**src/sv/lcpbt_pkg.sv**
```systemverilog
// Package with shared types and constants for the line command parser and blink timer.
`default_nettype none
package lcpbt_pkg;

    typedef enum logic [3:0] {
        RESP_NONE      = 4'd0,
        RESP_LED_ON    = 4'd1,
        RESP_LED_OFF   = 4'd2,
        RESP_INTERVAL  = 4'd3,
        RESP_TOO_FAST  = 4'd4,
        RESP_BLINK_ON  = 4'd5,
        RESP_HELP      = 4'd6,
        RESP_UNKNOWN   = 4'd7,
        RESP_TOO_LONG  = 4'd8,
        RESP_PROMPT    = 4'd9
    } resp_t;

    typedef enum logic [2:0] {
        ST_IDLE,
        ST_SCAN,
        ST_SPACE,
        ST_SIGN,
        ST_DIGIT,
        ST_FINISH,
        ST_OUT
    } state_t;

    typedef enum logic [1:0] {
        ACT_NONE,
        ACT_LED_ON,
        ACT_LED_OFF,
        ACT_BLINK
    } act_t;

    localparam logic [29:0] PERIOD_MAX   = 30'd999999999;
    localparam logic [29:0] PERIOD_RESET = 30'd500;

    // Command from controller to datapath.
    typedef struct packed {
        logic       take;
        logic       rd;
        logic       finish;
        logic       send;
    } ctrl_t;

    // Status from datapath to controller.
    typedef struct packed {
        logic       scan_done;
    } stat_t;

endpackage
`default_nettype wire

```
**src/sv/lcpbt_ctrl.sv**
```systemverilog
// Controller state machine that sequences item intake, line scan and result delivery.
`default_nettype none
module lcpbt_ctrl
(
    input  wire logic             clk,
    input  wire logic             rst_n,
    input  wire logic             in_acc,
    input  wire logic             out_acc,
    input  wire lcpbt_pkg::stat_t st,
    output lcpbt_pkg::ctrl_t      ctl,
    output logic                  in_ready,
    output logic                  out_busy
);

    lcpbt_pkg::state_t state_reg;
    lcpbt_pkg::state_t state_next;

    always_ff @(posedge clk or negedge rst_n)
    begin
        if (!rst_n)
        begin
            state_reg <= lcpbt_pkg::ST_IDLE;
        end
        else
        begin
            state_reg <= state_next;
        end
    end

    always_comb
    begin
        state_next = state_reg;
        ctl        = '0;
        in_ready   = 1'b0;
        out_busy   = 1'b0;
        case (state_reg)
            lcpbt_pkg::ST_IDLE:
            begin
                in_ready = 1'b1;
                ctl.take = in_acc;
                if (in_acc)
                begin
                    state_next = lcpbt_pkg::ST_SCAN;
                end
            end
            lcpbt_pkg::ST_SCAN:
            begin
                // The scan state walks the line one character per cycle.
                ctl.rd = 1'b1;
                if (st.scan_done)
                begin
                    state_next = lcpbt_pkg::ST_FINISH;
                end
            end
            lcpbt_pkg::ST_FINISH:
            begin
                ctl.finish = 1'b1;
                state_next = lcpbt_pkg::ST_OUT;
            end
            lcpbt_pkg::ST_OUT:
            begin
                out_busy = 1'b1;
                ctl.send = out_acc;
                if (out_acc)
                begin
                    state_next = lcpbt_pkg::ST_IDLE;
                end
            end
            default:
            begin
                state_next = lcpbt_pkg::ST_IDLE;
            end
        endcase
    end

    a_take_idle: assert property (@(posedge clk) disable iff (!rst_n)
        ctl.take |-> state_reg == lcpbt_pkg::ST_IDLE)
        else $error("item taken outside idle");
    a_finish_out: assert property (@(posedge clk) disable iff (!rst_n)
        ctl.finish |=> state_reg == lcpbt_pkg::ST_OUT)
        else $error("finish not followed by output");
    a_send_idle: assert property (@(posedge clk) disable iff (!rst_n)
        ctl.send |=> state_reg == lcpbt_pkg::ST_IDLE)
        else $error("send not followed by idle");

endmodule
`default_nettype wire

```
**src/sv/lcpbt_dp.sv**
```systemverilog
// Datapath with line store, command matcher, decimal parser and blink timer.
`default_nettype none
module lcpbt_dp
#(
    parameter int LINE_DEPTH = 16
)
(
    input  wire logic             clk,
    input  wire logic             rst_n,
    input  wire lcpbt_pkg::ctrl_t ctl,
    input  wire logic             op,
    input  wire logic [7:0]       char_in,
    output lcpbt_pkg::stat_t      st,
    output logic                  echo_valid,
    output logic [7:0]            echo_char,
    output logic                  erase,
    output logic [3:0]            response,
    output logic [29:0]           interval_value,
    output logic                  led
);

    localparam int LW = $clog2(LINE_DEPTH);

    logic [7:0]    mem [LINE_DEPTH];
    logic [LW-1:0] len_reg;
    logic [LW-1:0] len_next;
    logic [LW-1:0] idx_reg;
    logic [7:0]    rd_reg;
    logic          rd_ok_reg;
    logic          op_reg;
    logic          end_reg;
    logic          en_reg;
    logic [29:0]   per_reg;
    logic          led_reg;
    logic [31:0]   tick_reg;
    logic [31:0]   last_reg;
    // Match flags for each command word, cleared on mismatch while scanning.
    logic          m_on_reg, m_off_reg, m_bl_reg, m_help_reg, m_pre_reg;
    logic [1:0]    ph_reg;       // 0 space or sign, 2 digits, 3 stopped (1 unused)
    logic          neg_reg;
    logic [29:0]   mag_reg;
    logic          ev_reg, er_reg;
    logic [7:0]    ec_reg;
    logic [3:0]    resp_reg;

    logic          is_bs, is_end;
    logic [LW-1:0] pos;
    logic          sp, dg;
    logic [3:0]    dv;
    logic [33:0]   mul10;
    logic [33:0]   nmag;
    logic [7:0]    w_on, w_off, w_bl, w_help;

    assign is_bs  = (char_in == 8'd8) || (char_in == 8'd127);
    assign is_end = (char_in == 8'd13) || (char_in == 8'd10);
    assign pos    = idx_reg - LW'(1);
    assign sp     = (rd_reg == 8'd32) || (rd_reg >= 8'd9 && rd_reg <= 8'd13);
    assign dg     = (rd_reg >= 8'h30) && (rd_reg <= 8'h39);
    assign dv     = 4'(rd_reg - 8'h30);
    assign mul10  = {4'd0, mag_reg} * 34'd10;
    assign nmag   = mul10 + 34'(dv);

    always_comb
    begin
        w_on = 8'h00; w_off = 8'h00; w_bl = 8'h00; w_help = 8'h00;
        case (pos)
            LW'(0): begin w_on = "L"; w_off = "L"; w_bl = "B"; w_help = "H"; end
            LW'(1): begin w_on = "E"; w_off = "E"; w_bl = "L"; w_help = "E"; end
            LW'(2): begin w_on = "D"; w_off = "D"; w_bl = "I"; w_help = "L"; end
            LW'(3): begin w_on = "_"; w_off = "_"; w_bl = "N"; w_help = "P"; end
            LW'(4): begin w_on = "O"; w_off = "O"; w_bl = "K"; end
            LW'(5): begin w_on = "N"; w_off = "F"; w_bl = "_"; end
            LW'(6): begin w_off = "F"; end
            default: begin end
        endcase
    end

    assign st.scan_done = !end_reg || op_reg || (len_reg == '0)
                          || (rd_ok_reg && idx_reg == len_reg);

    always_ff @(posedge clk)
    begin
        if (ctl.take && !op && !is_bs && !is_end && len_reg < LW'(LINE_DEPTH - 1))
        begin
            mem[len_reg] <= char_in;
        end
        rd_reg <= mem[idx_reg];
    end

    always_comb
    begin
        len_next = len_reg;
        if (!op)
        begin
            if (is_bs)
            begin
                if (len_reg != '0) len_next = len_reg - LW'(1);
            end
            else if (!is_end)
            begin
                len_next = (len_reg < LW'(LINE_DEPTH - 1)) ? len_reg + LW'(1) : '0;
            end
        end
    end

    always_ff @(posedge clk or negedge rst_n)
    begin
        if (!rst_n)
        begin
            len_reg  <= '0;
            en_reg   <= 1'b0;
            per_reg  <= lcpbt_pkg::PERIOD_RESET;
            led_reg  <= 1'b0;
            tick_reg <= '0;
            last_reg <= '0;
            idx_reg  <= '0;
            rd_ok_reg <= 1'b0;
            op_reg   <= 1'b0;
            end_reg  <= 1'b0;
            ev_reg   <= 1'b0;
            er_reg   <= 1'b0;
            ec_reg   <= 8'd0;
            resp_reg <= lcpbt_pkg::RESP_NONE;
            m_on_reg <= 1'b0; m_off_reg <= 1'b0; m_bl_reg <= 1'b0;
            m_help_reg <= 1'b0; m_pre_reg <= 1'b0;
            ph_reg   <= 2'd0;
            neg_reg  <= 1'b0;
            mag_reg  <= '0;
        end
        else if (ctl.take)
        begin
            op_reg    <= op;
            end_reg   <= !op && is_end;
            idx_reg   <= '0;
            rd_ok_reg <= 1'b0;
            ev_reg    <= 1'b0;
            er_reg    <= 1'b0;
            ec_reg    <= 8'd0;
            resp_reg  <= lcpbt_pkg::RESP_NONE;
            m_on_reg  <= 1'b1; m_off_reg <= 1'b1; m_bl_reg <= 1'b1;
            m_help_reg <= 1'b1; m_pre_reg <= 1'b1;
            ph_reg    <= 2'd0;
            neg_reg   <= 1'b0;
            mag_reg   <= '0;
            if (op)
            begin
                tick_reg <= tick_reg + 32'd1;
            end
            else if (is_bs)
            begin
                er_reg <= len_reg != '0;
                len_reg <= len_next;
            end
            else if (!is_end)
            begin
                if (len_reg < LW'(LINE_DEPTH - 1))
                begin
                    ev_reg <= 1'b1;
                    ec_reg <= char_in;
                end
                else
                begin
                    resp_reg <= lcpbt_pkg::RESP_TOO_LONG;
                end
                len_reg <= len_next;
            end
        end
        else if (ctl.rd)
        begin
            if (!st.scan_done)
            begin
                idx_reg   <= idx_reg + LW'(1);
                rd_ok_reg <= 1'b1;
            end
            if (rd_ok_reg)
            begin
                if (rd_reg != w_on)   m_on_reg   <= 1'b0;
                if (rd_reg != w_off)  m_off_reg  <= 1'b0;
                if (rd_reg != w_bl)   m_bl_reg   <= 1'b0;
                if (rd_reg != w_help) m_help_reg <= 1'b0;
                if (pos < LW'(6) && rd_reg != w_bl) m_pre_reg <= 1'b0;
                if (pos >= LW'(6))
                begin
                    case (ph_reg)
                        2'd0:
                        begin
                            if (!sp)
                            begin
                                if (rd_reg == "+" || rd_reg == "-")
                                begin
                                    neg_reg <= rd_reg == "-";
                                    ph_reg  <= 2'd2;
                                end
                                else if (dg)
                                begin
                                    mag_reg <= 30'(dv);
                                    ph_reg  <= 2'd2;
                                end
                                else ph_reg <= 2'd3;
                            end
                        end
                        2'd2:
                        begin
                            if (dg)
                            begin
                                mag_reg <= (nmag > 34'(lcpbt_pkg::PERIOD_MAX))
                                           ? lcpbt_pkg::PERIOD_MAX : 30'(nmag);
                            end
                            else ph_reg <= 2'd3;
                        end
                        default: begin end
                    endcase
                end
            end
        end
        else if (ctl.finish)
        begin
            logic       e_n;
            logic       l_n;
            logic [29:0] p_n;
            e_n = en_reg;
            l_n = led_reg;
            p_n = per_reg;
            if (end_reg)
            begin
                if (len_reg == '0)
                begin
                    resp_reg <= lcpbt_pkg::RESP_PROMPT;
                end
                else
                begin
                    len_reg <= '0;
                    if (m_on_reg && len_reg == LW'(6))
                    begin
                        e_n = 1'b0; l_n = 1'b1; resp_reg <= lcpbt_pkg::RESP_LED_ON;
                    end
                    else if (m_off_reg && len_reg == LW'(7))
                    begin
                        e_n = 1'b0; l_n = 1'b0; resp_reg <= lcpbt_pkg::RESP_LED_OFF;
                    end
                    else if (m_pre_reg && len_reg >= LW'(6))
                    begin
                        if (!neg_reg && mag_reg > 30'd10)
                        begin
                            p_n = mag_reg; e_n = 1'b1;
                            resp_reg <= lcpbt_pkg::RESP_INTERVAL;
                        end
                        else resp_reg <= lcpbt_pkg::RESP_TOO_FAST;
                    end
                    else if (m_bl_reg && len_reg == LW'(5))
                    begin
                        e_n = 1'b1; resp_reg <= lcpbt_pkg::RESP_BLINK_ON;
                    end
                    else if (m_help_reg && len_reg == LW'(4))
                    begin
                        resp_reg <= lcpbt_pkg::RESP_HELP;
                    end
                    else resp_reg <= lcpbt_pkg::RESP_UNKNOWN;
                end
            end
            if (e_n && (tick_reg - last_reg) >= {2'b00, p_n})
            begin
                last_reg <= tick_reg;
                l_n = !l_n;
            end
            en_reg  <= e_n;
            led_reg <= l_n;
            per_reg <= p_n;
        end
    end

    assign echo_valid     = ev_reg;
    assign echo_char      = ec_reg;
    assign erase          = er_reg;
    assign response       = resp_reg;
    assign interval_value = per_reg;
    assign led            = led_reg;

    a_len_range: assert property (@(posedge clk) disable iff (!rst_n)
        len_reg <= LW'(LINE_DEPTH - 1))
        else $error("line length out of range");
    a_echo_len: assert property (@(posedge clk) disable iff (!rst_n)
        ctl.take && !op && !is_bs && !is_end && len_reg < LW'(LINE_DEPTH - 1)
        |=> ev_reg && len_reg == $past(len_reg) + LW'(1))
        else $error("echo without store");
    a_per_min: assert property (@(posedge clk) disable iff (!rst_n)
        per_reg > 30'd10)
        else $error("period too small");

endmodule
`default_nettype wire

```
**src/sv/line_command_parser_blink_timer.sv**
```systemverilog
// Sequence: a tick, plain character or empty line end is accepted in idle, then passes the scan,
// finish and output states; a non-empty line end scans the stored line one character a cycle.
// Throughput: one item at a time; the next item is accepted only after the result is taken.
// Reset: asynchronous active-low; empty line, LED off, blinking off, period 500 ms.
`default_nettype none
module line_command_parser_blink_timer
#(
    parameter int LINE_DEPTH = 16
)
(
    input  wire logic        clk,
    input  wire logic        rst_n,
    input  wire logic        in_valid,
    output logic             in_stall,
    input  wire logic        op,
    input  wire logic [7:0]  char_in,
    output logic             out_valid,
    input  wire logic        out_stall,
    output logic             echo_valid,
    output logic [7:0]       echo_char,
    output logic             erase,
    output logic [3:0]       response,
    output logic [29:0]      interval_value,
    output logic             led
);

    lcpbt_pkg::ctrl_t ctl;
    lcpbt_pkg::stat_t st;
    logic             in_ready;
    logic             out_busy;
    logic             in_acc;
    logic             out_acc;

    assign in_stall  = !in_ready;
    assign out_valid = out_busy;
    assign in_acc    = in_valid && in_ready;
    assign out_acc   = out_busy && !out_stall;

    lcpbt_ctrl u_ctrl
    (
        .clk      (clk),
        .rst_n    (rst_n),
        .in_acc   (in_acc),
        .out_acc  (out_acc),
        .st       (st),
        .ctl      (ctl),
        .in_ready (in_ready),
        .out_busy (out_busy)
    );

    lcpbt_dp #(.LINE_DEPTH(LINE_DEPTH)) u_dp
    (
        .clk            (clk),
        .rst_n          (rst_n),
        .ctl            (ctl),
        .op             (op),
        .char_in        (char_in),
        .st             (st),
        .echo_valid     (echo_valid),
        .echo_char      (echo_char),
        .erase          (erase),
        .response       (response),
        .interval_value (interval_value),
        .led            (led)
    );

endmodule
`default_nettype wire

```
**config.mk**
```make
export PLATFORM = sky130hd
export DESIGN_NAME = line_command_parser_blink_timer
export DESIGN_NICKNAME = d
export VERILOG_FILES = /design/src/sv/lcpbt_pkg.sv /design/src/sv/lcpbt_ctrl.sv /design/src/sv/lcpbt_dp.sv /design/src/sv/line_command_parser_blink_timer.sv
export SDC_FILE = /design/constraint.sdc
export NUM_CORES = 1
export LEC_CHECK = 0
export BUFFER_PORTS_ARGS = -buffer_cell sky130_fd_sc_hd__clkbuf_2
export CORE_ASPECT_RATIO = 0.5
export CORE_MARGIN = 1
export CORE_UTILIZATION = 40
export CTS_CLUSTER_DIAMETER = 30
export DETAILED_ROUTE_END_ITERATION = 12
export PLACE_DENSITY_LB_ADDON = 0.1
export SLEW_MARGIN = 20
export SYNTH_ARGS = -nofsm -noshare
export SYNTH_HDL_FRONTEND = slang
export SYNTH_HIERARCHICAL = 1
export SYNTH_SLANG_ARGS = --single-unit
```
**constraint.sdc**
```tcl
create_clock -name clk -period 7.2 [get_ports clk]
set_input_delay 0.36 -clock clk [delete_from_list [all_inputs] [get_ports clk]]
set_output_delay 0.36 -clock clk [all_outputs]
set_load 0.01 [all_outputs]
```
### Word level (Yosys, flattened, before mapping)

Memory sizes are Yosys's and may differ from the RTL's. A register that Yosys moved wholly into a read port is not among the register bits.
Cells that the tools add are included.

* bits in registers: 162
* output and inout port bits: 47
* RAM bits: 128
* input port bits: 13
* memories kept: 1

Memories
* u_dp.mem: depth 16, bits a word 8, read ports 1, clocked after memory_dff 1, wr ports 1, RTL line lcpbt_dp.sv:24 `logic [7:0] mem [LINE_DEPTH];`

* mux-type cells: 130
* multiply operators: 1
* add/sub/neg operators: 8
* bitwise gates (word level): 2
* reduce and logical (&&, ||, !) cells: 67
* $lt $le $gt $ge: 11
* equal/unequal tests: 40

Operator list (count)
* $mux 30: 18
* $pmux 7 s6: 3
* $mux 4: 27
* $mux 1: 63
* $pmux 30 s2: 1
* $add 34x4->34: 1
* $gt 34x30->1 const B: 1
* $mul 30x3->33 const B: 1
* $add 32x1->32 const B: 1
* $ge 32x30->1: 1
* $mux 8: 4
* $ne 8x7->1: 4
* $sub 32x32->32: 1
* $gt 30x4->1 const B: 1
* $eq 4x3->1 const B: 7
* $pmux 7 s4: 1
* $eq 8x4->1 const B: 3
* $eq 8x6->1 const B: 3
* $reduce_and 3->1: 8
* $reduce_bool 2->1: 12
* $logic_and 1x1->1: 18
* $reduce_and 6->1: 3
* $mux 2: 7
* $mux 3: 4
* other kinds (35): 66

### Longest topological paths before layout

Gate-level depths: netlist (run 1).

* depth in word-level cells: 14
* depth in mapped cells: 27

### Modules after synthesis

The synthesis (run 1) kept the hierarchy.

By module, submodules not included
* lcpbt_dp: sequential area each 7990.2 um^2, cells each 1731, times used 1, area an instance 18156.2 um^2
* lcpbt_ctrl: sequential area each 75.1 um^2, cells each 17, times used 1, area an instance 168.9 um^2
* line_command_parser_blink_timer: sequential area each 0.0 um^2, cells each 3, times used 1, area an instance 23.8 um^2

### Least setup slack after synthesis (run 1)

OpenSTA, ideal clock, no wires.

* kind: flip-flop to flip-flop
* from: reg u_dp.tick_reg[0]
* to: reg u_dp.last_reg[22]
* stages on the path, launching flop included: 28
* clock period less this slack: 5.374 ns
* library setup time: 0.125 ns
* path slack: 1.826 ns
* arrival time: 5.249 ns
* cell sequence: dfrtp_1 -> inv_1 -> ha_1 -> inv_1 -> fa_1 -> a21o_1 -> a21oi_1 -> o21ai_0 -> a31oi_1 -> o21ai_0 -> a31oi_1 -> nor2b_1 -> o21a_1 -> o21ai_0 -> nand2b_1 -> a21oi_1 -> xnor2_1 -> ha_1 -> nand4_1 -> nor3_1 -> a221oi_1 -> o311ai_0 -> a311oi_1 -> o21ai_0 -> inv_1 -> a311oi_1 -> clkbuf_1 -> mux2_2

* cells in the longest elaborated chain, start to end: 4

RTL lines
* from (decl): RTL line lcpbt_dp.sv:35 `logic [31:0] tick_reg;`
* from (signal assigned): RTL line lcpbt_dp.sv:147 `tick_reg <= tick_reg + 32'd1;`
* $sub 32x32->32: RTL line lcpbt_dp.sv:261 `if (e_n && (tick_reg - last_reg) >= {2'b00, p_n})`
* $ge 32x30->1: RTL line lcpbt_dp.sv:261
* $logic_and 1x1->1: RTL line lcpbt_dp.sv:261
* $reduce_and 4->1 (no line)
* to (signal assigned): RTL line lcpbt_dp.sv:263 `last_reg <= tick_reg;`
* to (decl): RTL line lcpbt_dp.sv:36 `logic [31:0] last_reg;`

No other way between the ends.
A chain may end at the register's enable or synchronous reset.

### Worst setup path after layout (run 1)

* from: reg u_dp.tick_reg[0]
* to: reg u_dp.last_reg[15]

The elaborated chain is that of the path after synthesis.

==> results of run 1 <==
==> through the flow <==
| stage | hold WS, ns | utilization, % | area, um^2 |
|---|---|---|---|
| floorplan | 0.0644 | - | 18400 |
| detailed placement | 0.385 | 42.8 | 19300 |
| global placement | 0.386 | 42.8 | 19300 |
| CTS | 0.115 | 47.0 | 21200 |
| finish | 0.143 | 47.0 | 21200 |
| global route | 0.159 | 47.0 | 21200 |
==> worst paths after layout <==
kind	startpoint	end	slack, ns	depth (start not counted)
max	u_dp/tick_reg[0]$_DFFE_PN0P_	u_dp/last_reg[15]$_DFFE_PN0P_	1.11	27
min	op	u_dp/erase$_DFFE_PN0P_	0.14	4
max reg2reg	u_dp/tick_reg[0]$_DFFE_PN0P_	u_dp/last_reg[15]$_DFFE_PN0P_	1.11	27
min reg2reg	u_dp/echo_valid$_DFFE_PN0P_	u_dp/echo_valid$_DFFE_PN0P_	0.50	1
max in group asynchronous	rst_n	u_dp/idx_reg[0]$_DFFE_PN0P_	5.58	3
min in group asynchronous	rst_n	u_dp/mag_reg[22]$_DFFE_PN0P_	0.33	2
==> power groups by stage <==
stage	clock network (mW)	logic, mW	registers (mW)
after detailed placement	0	2.09	2.10
final	2.64	2.09	2.07
after floorplan	0	1.58	2.02
after CTS	2.70	2.11	2.07
after global placement	0	2.09	2.10
after global routing	2.78	2.36	2.09
==> final cells by class <==
class	count	area (um^2)	share of cell area, %
Inverter	66	248	1.17
Timing Repair Buffer	81	469	2.21
Tap cell	598	748	3.52
Clock inverter	35	547	2.57
Clock buffer	59	1350	6.34
Sequential cell	298	8070	38.0
Multi-Input combinational cell	1327	9810	46.2
==> worst reg2reg max path, stage by stage (launching register included) <==
cell	delay, ns
dfrtp_1	0.40
inv_1	0.10
ha_1	0.17
inv_1	0.05
fa_1	0.39
a21o_1	0.17
a21oi_1	0.27
o21ai_0	0.12
a31oi_1	0.31
o21ai_0	0.33
a31oi_1	0.35
nor2b_1	0.08
o21a_1	0.18
o21ai_0	0.14
nand2b_1	0.07
a21oi_1	0.18
xnor2_1	0.09
ha_1	0.29
nand4_1	0.12
nor3_1	0.30
a221oi_1	0.12
o311ai_0	0.12
a311oi_1	0.12
o21ai_0	0.32
inv_1	0.14
a311oi_4	0.21
buf_4	0.43
mux2_2	0.43
==> routing by layer <==
layer	global-route usage, %	vias up	wire (um)
met5	0	-	0
met3	3.29	76	1950
met4	5.41	0	1090
met2	33.2	269	21600
met1	29.2	6694	23500
li1	-	6687	-
==> repair_timing <==
action | 4_1_cts | 5_1_grt
endpoints found under the setup margin | 0 | 0
hold buffers | 1 | 0
hold endpoints to repair | 59 | 0
==> cells in the final DEF, fill, tap and decap left out, drive strengths merged, types with 12 or more instances in the layout <==
master and n:
a211oi 22, a21o 41, a21oi 90, a31oi 14
a32o 12, and2 23, and3 20, buf 22
clkbuf 117, clkinv 17, dfrtp 156, edfxtp 128
ha 130, inv 72, mux2 33, mux2i 67
mux4 16, nand2 168, nand2b 14, nand3 56
nand4 22, nor2 93, nor2b 16, nor3 32
nor4 20, o211ai 13, o21a 15, o21ai 114
xnor2 87, xor2 41
==> run_results.csv, run 1 <==
group,metric,value,unit
sta,fmax,0.164,GHz
detailed_routing,drt_iter0_markers,982,
detailed_routing,dr_total_vias,13726,
clock_tree,worstSkewPairLatency,0.58,ns
placed_design,dp.cells,2369,
global_route,gr-usage-all-layers,20.7,%
floorplanning,dieArea,46800,um^2
critical_path,arrival,6.53,ns
clock_tree,clkTransAtPathRegs,0.05,ns
global_route,antenna_found_initial,0,
clock_tree,cts_max_level,2,
power_and_ir_drop,internal_power,4.51,mW
placed_design,portBuffers,59,
logic_synthesis,synth_area,18300,um^2
job,drv_cap,0,
final_layout,largest_reg_flops,128,
detailed_routing,drtAntennaViolNets,0,
final_layout,nNetsFinal,1970,
power_and_ir_drop,switchingPower,2.29,mW
final_layout,final_cell_count_no_fill,2464,
floorplanning,rows,55,
power_and_ir_drop,pwr_density_cell,320,nW/um^2
detailed_routing,first_pass_iters,7,
global_route,grt_max_degree,63,
sta,tightest_slew,0.958,ns
logic_synthesis,ys_warn_count,6,
critical_path,cp_num_buf_inv,4,
clock_tree,cts_buffers,50,
sta,setup_tns,0,ns
detailed_routing,drc,0,
placed_design,place_congestion,0.881,
sta,setup_viol,0,
sta,setup_ws,1.11,ns
critical_path,critPathTopFamily,"compound AO/OA/AOI/OAI gates",
run_status,status,"complete, no violations",
critical_path,path_class,"reg -> reg",
logic_synthesis,syn_inst,1750,
sta,finalMaxSlewViolations,0,
power_and_ir_drop,seq_power_share,30.4,%
logic_synthesis,syn_area_per_cell,10.5,um^2
sta,grt_setup_unrepaired,"false",
global_route,grt_pass1_vias,13245,
sta,finClkSkew,0.0281,ns
power_and_ir_drop,combPwrFrac,30.8,%
final_layout,diodes,0,
global_route,gr-total-overflow,0,
critical_path,crit_required,7.64,ns
power_and_ir_drop,finalPower,6.80,mW
final_layout,fillers,4245,
critical_path,cpMostUsedCell,"o21ai_0",
sta,fin_crit_sh,84.6,%
power_and_ir_drop,leakage,8.84,nW
floorplanning,dieWidth,305,um
critical_path,critPathMaxFanout,32,
detailed_routing,wl_per_cell,19.5,um
power_and_ir_drop,swShare,33.7,%
clock_tree,postCtsSetupRepairBufs,0,
power_and_ir_drop,clock_power_share,38.8,%
critical_path,end_kind,"register",
detailed_routing,routed_wl,48100,um
floorplanning,core_area,45200,um^2
placed_design,dpl.hpwl,34700,um
power_and_ir_drop,peakVddDrop,0.175,mV
clock_tree,cts.sinks,298,
global_route,grt_pass1_wl,76400,um
clock_tree,cts_resized,0,
clock_tree,clockBufferDepth,3,
clock_tree,root_buffer,"clkbuf_16",
placed_design,place_ws,1.11,ns
final_layout,area_growth,15.8,%
clock_tree,cts_tree,"built",
critical_path,crit_slowest_cell,"buf_4",
min_path,min_path_type,"in -> reg",
floorplanning,initial_core_util,40.6,%
floorplanning,io_pins,60,
sta,hold_viol_final,0,
sta,layout_min_cycle_time,6.09,ns
final_layout,drive_above_1_share,14.4,%
sta,relSlewSlack,35.9,%
critical_path,slowest_delay,0.43,ns
floorplanning,die_h,153,um
critical_path,cp-start-kind,"register",
detailed_routing,viasPerCell,5.57,
(Power assumes the default switching activity.)
==> run 2, diff against run 1 <==
clock period = 5.32 ns   (was 7.2 ns; I/O delays follow)
==> run 2 against run 1 <==
The flow now finishes with violations (design-rule violations); combinational power up 61%; register-to-register slack got worse by 0.84 ns; highest routed layer unchanged; clock skew up 0.030 ns; cell area increased by 4.0%; largest power group unchanged; critical path depth shrank 10; global-route usage is 0.91 points higher; clock power up 31%; worst hold slack worse by 0.12 ns; sequential power up 31%.
==> run_results.csv, run 2 (synthesis gave the netlist of run 1 again) <==
group,metric,value,unit
sta,fmax,0.198,GHz
clock_tree,clockBufferDepth,3,
sta,setup_tns,0,ns
placed_design,portBuffers,59,
detailed_routing,first_pass_iters,9,
global_route,grt_max_degree,63,
clock_tree,clkTransAtPathRegs,0.06,ns
critical_path,end_kind,"register",
floorplanning,io_pins,60,
detailed_routing,drtAntennaViolNets,0,
final_layout,area_growth,20.5,%
critical_path,crit_slowest_cell,"or4b_1",
power_and_ir_drop,pwr_density_cell,432,nW/um^2
final_layout,nNetsFinal,2064,
job,drv_cap,0,
min_path,min_path_cells,4,
critical_path,arrival,5.56,ns
global_route,grt_pass1_wl,79300,um
sta,finClkSkew,0.0583,ns
power_and_ir_drop,finalPower,9.54,mW
sta,setup_viol,0,
floorplanning,rows,55,
critical_path,cp_cell_sequence,"ha_1, ha_1, fa_1, a21o_1, a221oi_2, buf_4, o21ai_1, a21oi_1, xnor2_2, nand4_1, buf_4, or3_1, or4b_1, a31oi_4, buf_4, a311oi_1, o31ai_1",
detailed_routing,drc,2,
clock_tree,cts.sinks,298,
power_and_ir_drop,peakVddDrop,0.244,mV
final_layout,register_area,8070,um^2
floorplanning,dieArea,46800,um^2
global_route,gr-usage-all-layers,21.7,%
global_route,grt_use_met2,34.4,%
final_layout,most-common-layout-cells,"166 x nand2_1, 155 x dfrtp_1, 130 x ha_1, 128 x edfxtp_1, 108 x buf_4",
placed_design,dpl.hpwl,36200,um
clock_tree,cts_tree,"built",
sta,finalMaxSlewViolations,0,
clock_tree,worstSkewPairLatency,0.59,ns
floorplanning,die_h,153,um
placed_design,place_congestion,0.883,
global_route,gr-total-overflow,0,
floorplanning,dieWidth,305,um
global_route,grt_busiest_layer,"met2",
final_layout,multi_input_area,9980,um^2
detailed_routing,dr_total_vias,14086,
min_path,min_path_type,"in -> reg",
sta,hold_viol_final,0,
power_and_ir_drop,leakage,9.31,nW
sta,relSlewSlack,29.3,%
final_layout,fillers,4183,
critical_path,critPathTopFamily,"compound AO/OA/AOI/OAI gates",
clock_tree,cts_max_level,2,
critical_path,critPathMaxFanout,9,
detailed_routing,wl_per_cell,19.8,um
critical_path,rr_worst_depth,17,
run_status,status,"complete, but fails checks",
critical_path,cp-start-kind,"register",
sta,fin_crit_sh,95.0,%
sta,setup_ws,0.264,ns
final_layout,drive_above_1_share,19.6,%
run_status,violations,"design-rule violations",
critical_path,cp_num_buf_inv,3,
sta,layout_min_cycle_time,5.06,ns
critical_path,slowest_delay,0.58,ns
critical_path,path_depth,17,
global_route,antenna_found_initial,0,
sta,tightest_slew,1.06,ns
floorplanning,initial_core_util,40.6,%
global_route,grt_pass1_vias,13783,
global_route,met1_usage,30.4,%
detailed_routing,routed_wl,50600,um
detailed_routing,drt_iter0_markers,848,
critical_path,cpMostUsedCell,"buf_4",
clock_tree,root_buffer,"clkbuf_16",
critical_path,crit_required,5.82,ns
detailed_routing,viasPerCell,5.51,
global_route,grt_use_met3,3.87,%
clock_tree,cts_buffers,50,
floorplanning,core_area,45200,um^2
critical_path,path_class,"reg -> reg",
final_layout,layout_commonest_cell,"nand2_1",
placed_design,place_ws,-0.112,ns
final_layout,largest_reg_flops,128,
final_layout,diodes,0,
## run 2: cell count changes in the layout (fill, tap and decap cells not counted), moves of 3 or more
cell	delta
buf_4	+87
a21oi_1	-4
clkinvlp_4	+3
inv_8	+4
a31oi_1	-4
o21ai_2	+4
o21ai_0	-6
inv_6	+4
clkbuf_8	-4
clkinv_4	-7
buf_6	+3
## run 2: where the power goes
group / switching, mW / internal [mW] / leakage (nW)
registers: 0.155 / 2.56 / 3.39
clock network: 1.29 / 2.17 / 0.873
logic: 1.87 / 1.49 / 5.04
total: 3.31 / 6.22 / 9.31
## run 2: metal layers
metal	part of all wire [%]	wire length [um]	vias up
li1	-	-	6887
met1	49	24600	6851
met2	45	22600	282
met3	4.7	2380	66
met4	1.9	984	0
met5	0	0	-
## run 2: layout make-up
class | count | share of cell area (%)
clock buffers | 54 | 5.73
clock inverters | 40 | 2.45
inverters | 66 | 1.12
multi-input cells | 1327 | 45.2
flip-flops and latches | 298 | 36.5
well taps | 598 | 3.39
repair buffers | 175 | 5.65
## run 2: what timing repair did
item / CTS / global route
pin swaps: 5 / 13
resized for setup: 11 / 30
hold endpoints to repair: 47 / 0
gates cloned: 1 / 1
endpoints found under the setup margin: 31 / 49
buffers inserted: 3 / 2
hold buffers: 1 / 0
## run 2: worst register-to-register path, cell delays in order, from the launching register on
cell,delay [ns]
dfrtp_1,0.38
ha_1,0.30
ha_1,0.25
fa_1,0.44
a21o_1,0.24
a221oi_2,0.25
buf_4,0.19
o21ai_1,0.10
a21oi_1,0.25
xnor2_2,0.22
nand4_1,0.23
buf_4,0.23
or3_1,0.42
or4b_1,0.59
a31oi_4,0.32
buf_4,0.24
a311oi_1,0.14
o31ai_1,0.20
## run 2: path summary, 6_finish.rpt
check	startpoint	slack [ns]	endpoint
max	u_dp/mag_reg[1]$_DFFE_PN0P_	0.26	u_dp/mag_reg[0]$_DFFE_PN0P_
min	op	0.03	u_dp/erase$_DFFE_PN0P_
max reg2reg	u_dp/mag_reg[1]$_DFFE_PN0P_	0.26	u_dp/mag_reg[0]$_DFFE_PN0P_
min reg2reg	u_dp/en_reg$_DFFE_PN0P_	0.49	u_dp/en_reg$_DFFE_PN0P_
max in group asynchronous	rst_n	3.87	u_dp/tick_reg[28]$_DFFE_PN0P_
min in group asynchronous	rst_n	0.24	u_dp/echo_char[4]$_DFFE_PN0P_
## run 2: metrics by stage
stage               instance area (um^2)  hold WS (ns)  util [%]  cells
floorplan                          18400       -0.0296         -   1757
global placement                   20000         0.263      44.3   2456
global route                       22100        0.0432      48.9   2558
detailed placement                 20000         0.256      44.3   2456
CTS                                21900       0.00609      48.5   2555
finish                             22100        0.0272      48.9   2558
==> run 3, diff against run 2 <==
BUFFER_PORTS_ARGS = -buffer_cell sky130_fd_sc_hd__buf_2   (was -buffer_cell sky130_fd_sc_hd__clkbuf_2)
CORE_ASPECT_RATIO = default   (was 0.5)
==> run 3 against run 2 <==
Non-clock buffer count rose by 22; the flow now finishes without violations; largest power group unchanged; via count is 2.2% higher; first-iteration DRC count decreased by 4.5%; sequential power about the same; global-route usage rose by 0.81 points; count of clock-buffer cells in the layout grew 52; combinational power up 6%; register-to-register slack got worse by 0.14 ns; utilization up 2.1 points; total power rose by 13%; cell area grew 4.5%.
==> run_results.csv, run 3 (synthesis gave the netlist of run 1 again) <==
group,metric,value,unit
detailed_routing,wl_per_cell,19.6,um
final_layout,most-common-layout-cells,"166 x nand2_1, 155 x dfrtp_1, 129 x ha_1, 128 x edfxtp_1, 128 x buf_4",
floorplanning,initial_core_util,40.5,%
final_layout,fillers,4151,
sta,hold_viol_final,0,
sta,finalMaxSlewViolations,0,
power_and_ir_drop,finalPower,10.8,mW
critical_path,critPathMaxFanout,8,
sta,tightest_slew,1.01,ns
sta,setup_viol,0,
sta,grt_setup_unrepaired,"true",
global_route,grt_pass1_wl,81700,um
power_and_ir_drop,pwr_density_cell,466,nW/um^2
sta,fmax,0.192,GHz
placed_design,portBuffers,59,
floorplanning,dieWidth,216,um
global_route,gr-usage-all-layers,22.5,%
placed_design,dpl.hpwl,37100,um
sta,layout_min_cycle_time,5.19,ns
final_layout,final_cell_count_no_fill,2624,
placed_design,place_congestion,0.893,
final_layout,area_growth,25.9,%
power_and_ir_drop,leakage,9.85,nW
clock_tree,worstSkewPairLatency,0.60,ns
sta,setup_ws,0.125,ns
global_route,antenna_found_initial,0,
critical_path,end_kind,"register",
clock_tree,clockBufferDepth,3,
detailed_routing,drt_iter0_markers,810,
critical_path,path_class,"reg -> reg",
clock_tree,cts_max_level,3,
floorplanning,core_area,45300,um^2
final_layout,register_area,8070,um^2
critical_path,rr_worst_depth,33,
clock_tree,cts.sinks,298,
clock_tree,cts_tree,"built",
detailed_routing,routed_wl,51500,um
detailed_routing,first_pass_iters,5,
sta,fin_crit_sh,97.6,%
power_and_ir_drop,peakVddDrop,0.369,mV
detailed_routing,viasPerCell,5.49,
sta,finClkSkew,0.0250,ns
floorplanning,die_h,216,um
critical_path,slowest_delay,0.38,ns
job,drv_cap,0,
final_layout,layout_commonest_cell,"nand2_1",
final_layout,nNetsFinal,2109,
final_layout,diodes,0,
placed_design,place_ws,-0.202,ns
clock_tree,clkTransAtPathRegs,0.04,ns
final_layout,drive_above_1_share,22.0,%
detailed_routing,drc,0,
floorplanning,rows,78,
floorplanning,io_pins,60,
global_route,gr-total-overflow,0,
final_layout,multi_input_area,10100,um^2
critical_path,crit_required,5.78,ns
sta,setup_tns,0,ns
clock_tree,cts_buffers,73,
placed_design,dp.cells,2452,
critical_path,arrival,5.66,ns
min_path,min_path_type,"in -> reg",
critical_path,crit_slowest_cell,"dfrtp_1",
global_route,grt_max_degree,63,
global_route,grt_pass1_vias,14505,
critical_path,cp-start-kind,"register",
detailed_routing,dr_total_vias,14400,
min_path,min_path_cells,1,
critical_path,cpMostUsedCell,"buf_4",
final_layout,post-route-util,51.0,%
clock_tree,root_buffer,"clkbuf_16",
sta,hold_ws,0.0792,ns
detailed_routing,drtAntennaViolNets,0,
sta,relSlewSlack,32.7,%
final_layout,largest_reg_flops,128,
floorplanning,dieArea,46700,um^2
placed_design,place_area,20000,um^2
run_status,status,"complete, no violations",
final_layout,fin_area,23100,um^2
## run 3: cell count changes in the layout (fill, tap and decap cells not counted), sizes merged
| cell | delta |
|---|---|
| clkbuf | -6 |
| inv | -10 |
| clkinvlp | -2 |
| dlygate4sd3 | +1 |
| clkinv | +3 |
| bufinv | -1 |
| buf | +79 |
## run 3: timing repair
action,4_1_cts,5_1_grt
setup endpoints to repair,32,57
hold buffers,2,0
cloned,2,1
setup buffers,25,8
pin swaps,11,21
resized for setup,19,49
hold endpoints to repair,46,0
## run 3: final cells by class
cell class / instances / share of cell area, %
multi-input combinational: 1327 / 43.6
sequential: 298 / 34.9
clock buffer: 106 / 9.14
timing repair buffer: 197 / 6.22
tap: 600 / 3.25
clock inverter: 30 / 1.83
inverter: 66 / 1.07
## run 3: where the power goes
group	total, mW	leakage (nW)	switching, mW	internal (mW)
Combinational	3.56	5.22	1.91	1.64
Sequential	2.73	3.39	0.163	2.57
Clock	4.47	1.24	1.38	3.09
## run 3: path summary, 6_finish.rpt
path                                                   start                      endpoint  slack [ns]
worst max-delay path            u_dp/tick_reg[0]$_DFFE_PN0P_  u_dp/last_reg[8]$_DFFE_PN0P_        0.13
worst min-delay path                              char_in[7]      u_dp/mem[2][7]$_DFFE_PP_        0.08
max in group asynchronous                              rst_n  u_dp/last_reg[0]$_DFFE_PN0P_        3.94
worst min register to register   u_dp/echo_valid$_DFFE_PN0P_   u_dp/echo_valid$_DFFE_PN0P_        0.48
min in group asynchronous                              rst_n  u_dp/mag_reg[17]$_DFFE_PN0P_        0.18
worst max register to register  u_dp/tick_reg[0]$_DFFE_PN0P_  u_dp/last_reg[8]$_DFFE_PN0P_        0.13
## run 3: metal layers
layer	share of wire (%)	GRT usage (%)	up-vias
met5	0	0	-
met4	3.3	9.39	0
met3	3.5	3.94	87
met2	49	38.3	298
met1	44	27.9	7048
li1	-	-	6967
## run 3: critical path: cells and delay by family (launching register included)
kind | cells | cell delay [ns]
muxes | 1 | 0.33
buffers and inverters | 17 | 1.61
DFF | 1 | 0.38
and+or+nand+nor | 2 | 0.17
adders and majority gates | 3 | 0.79
AOI/OAI and AO/OA | 10 | 1.79
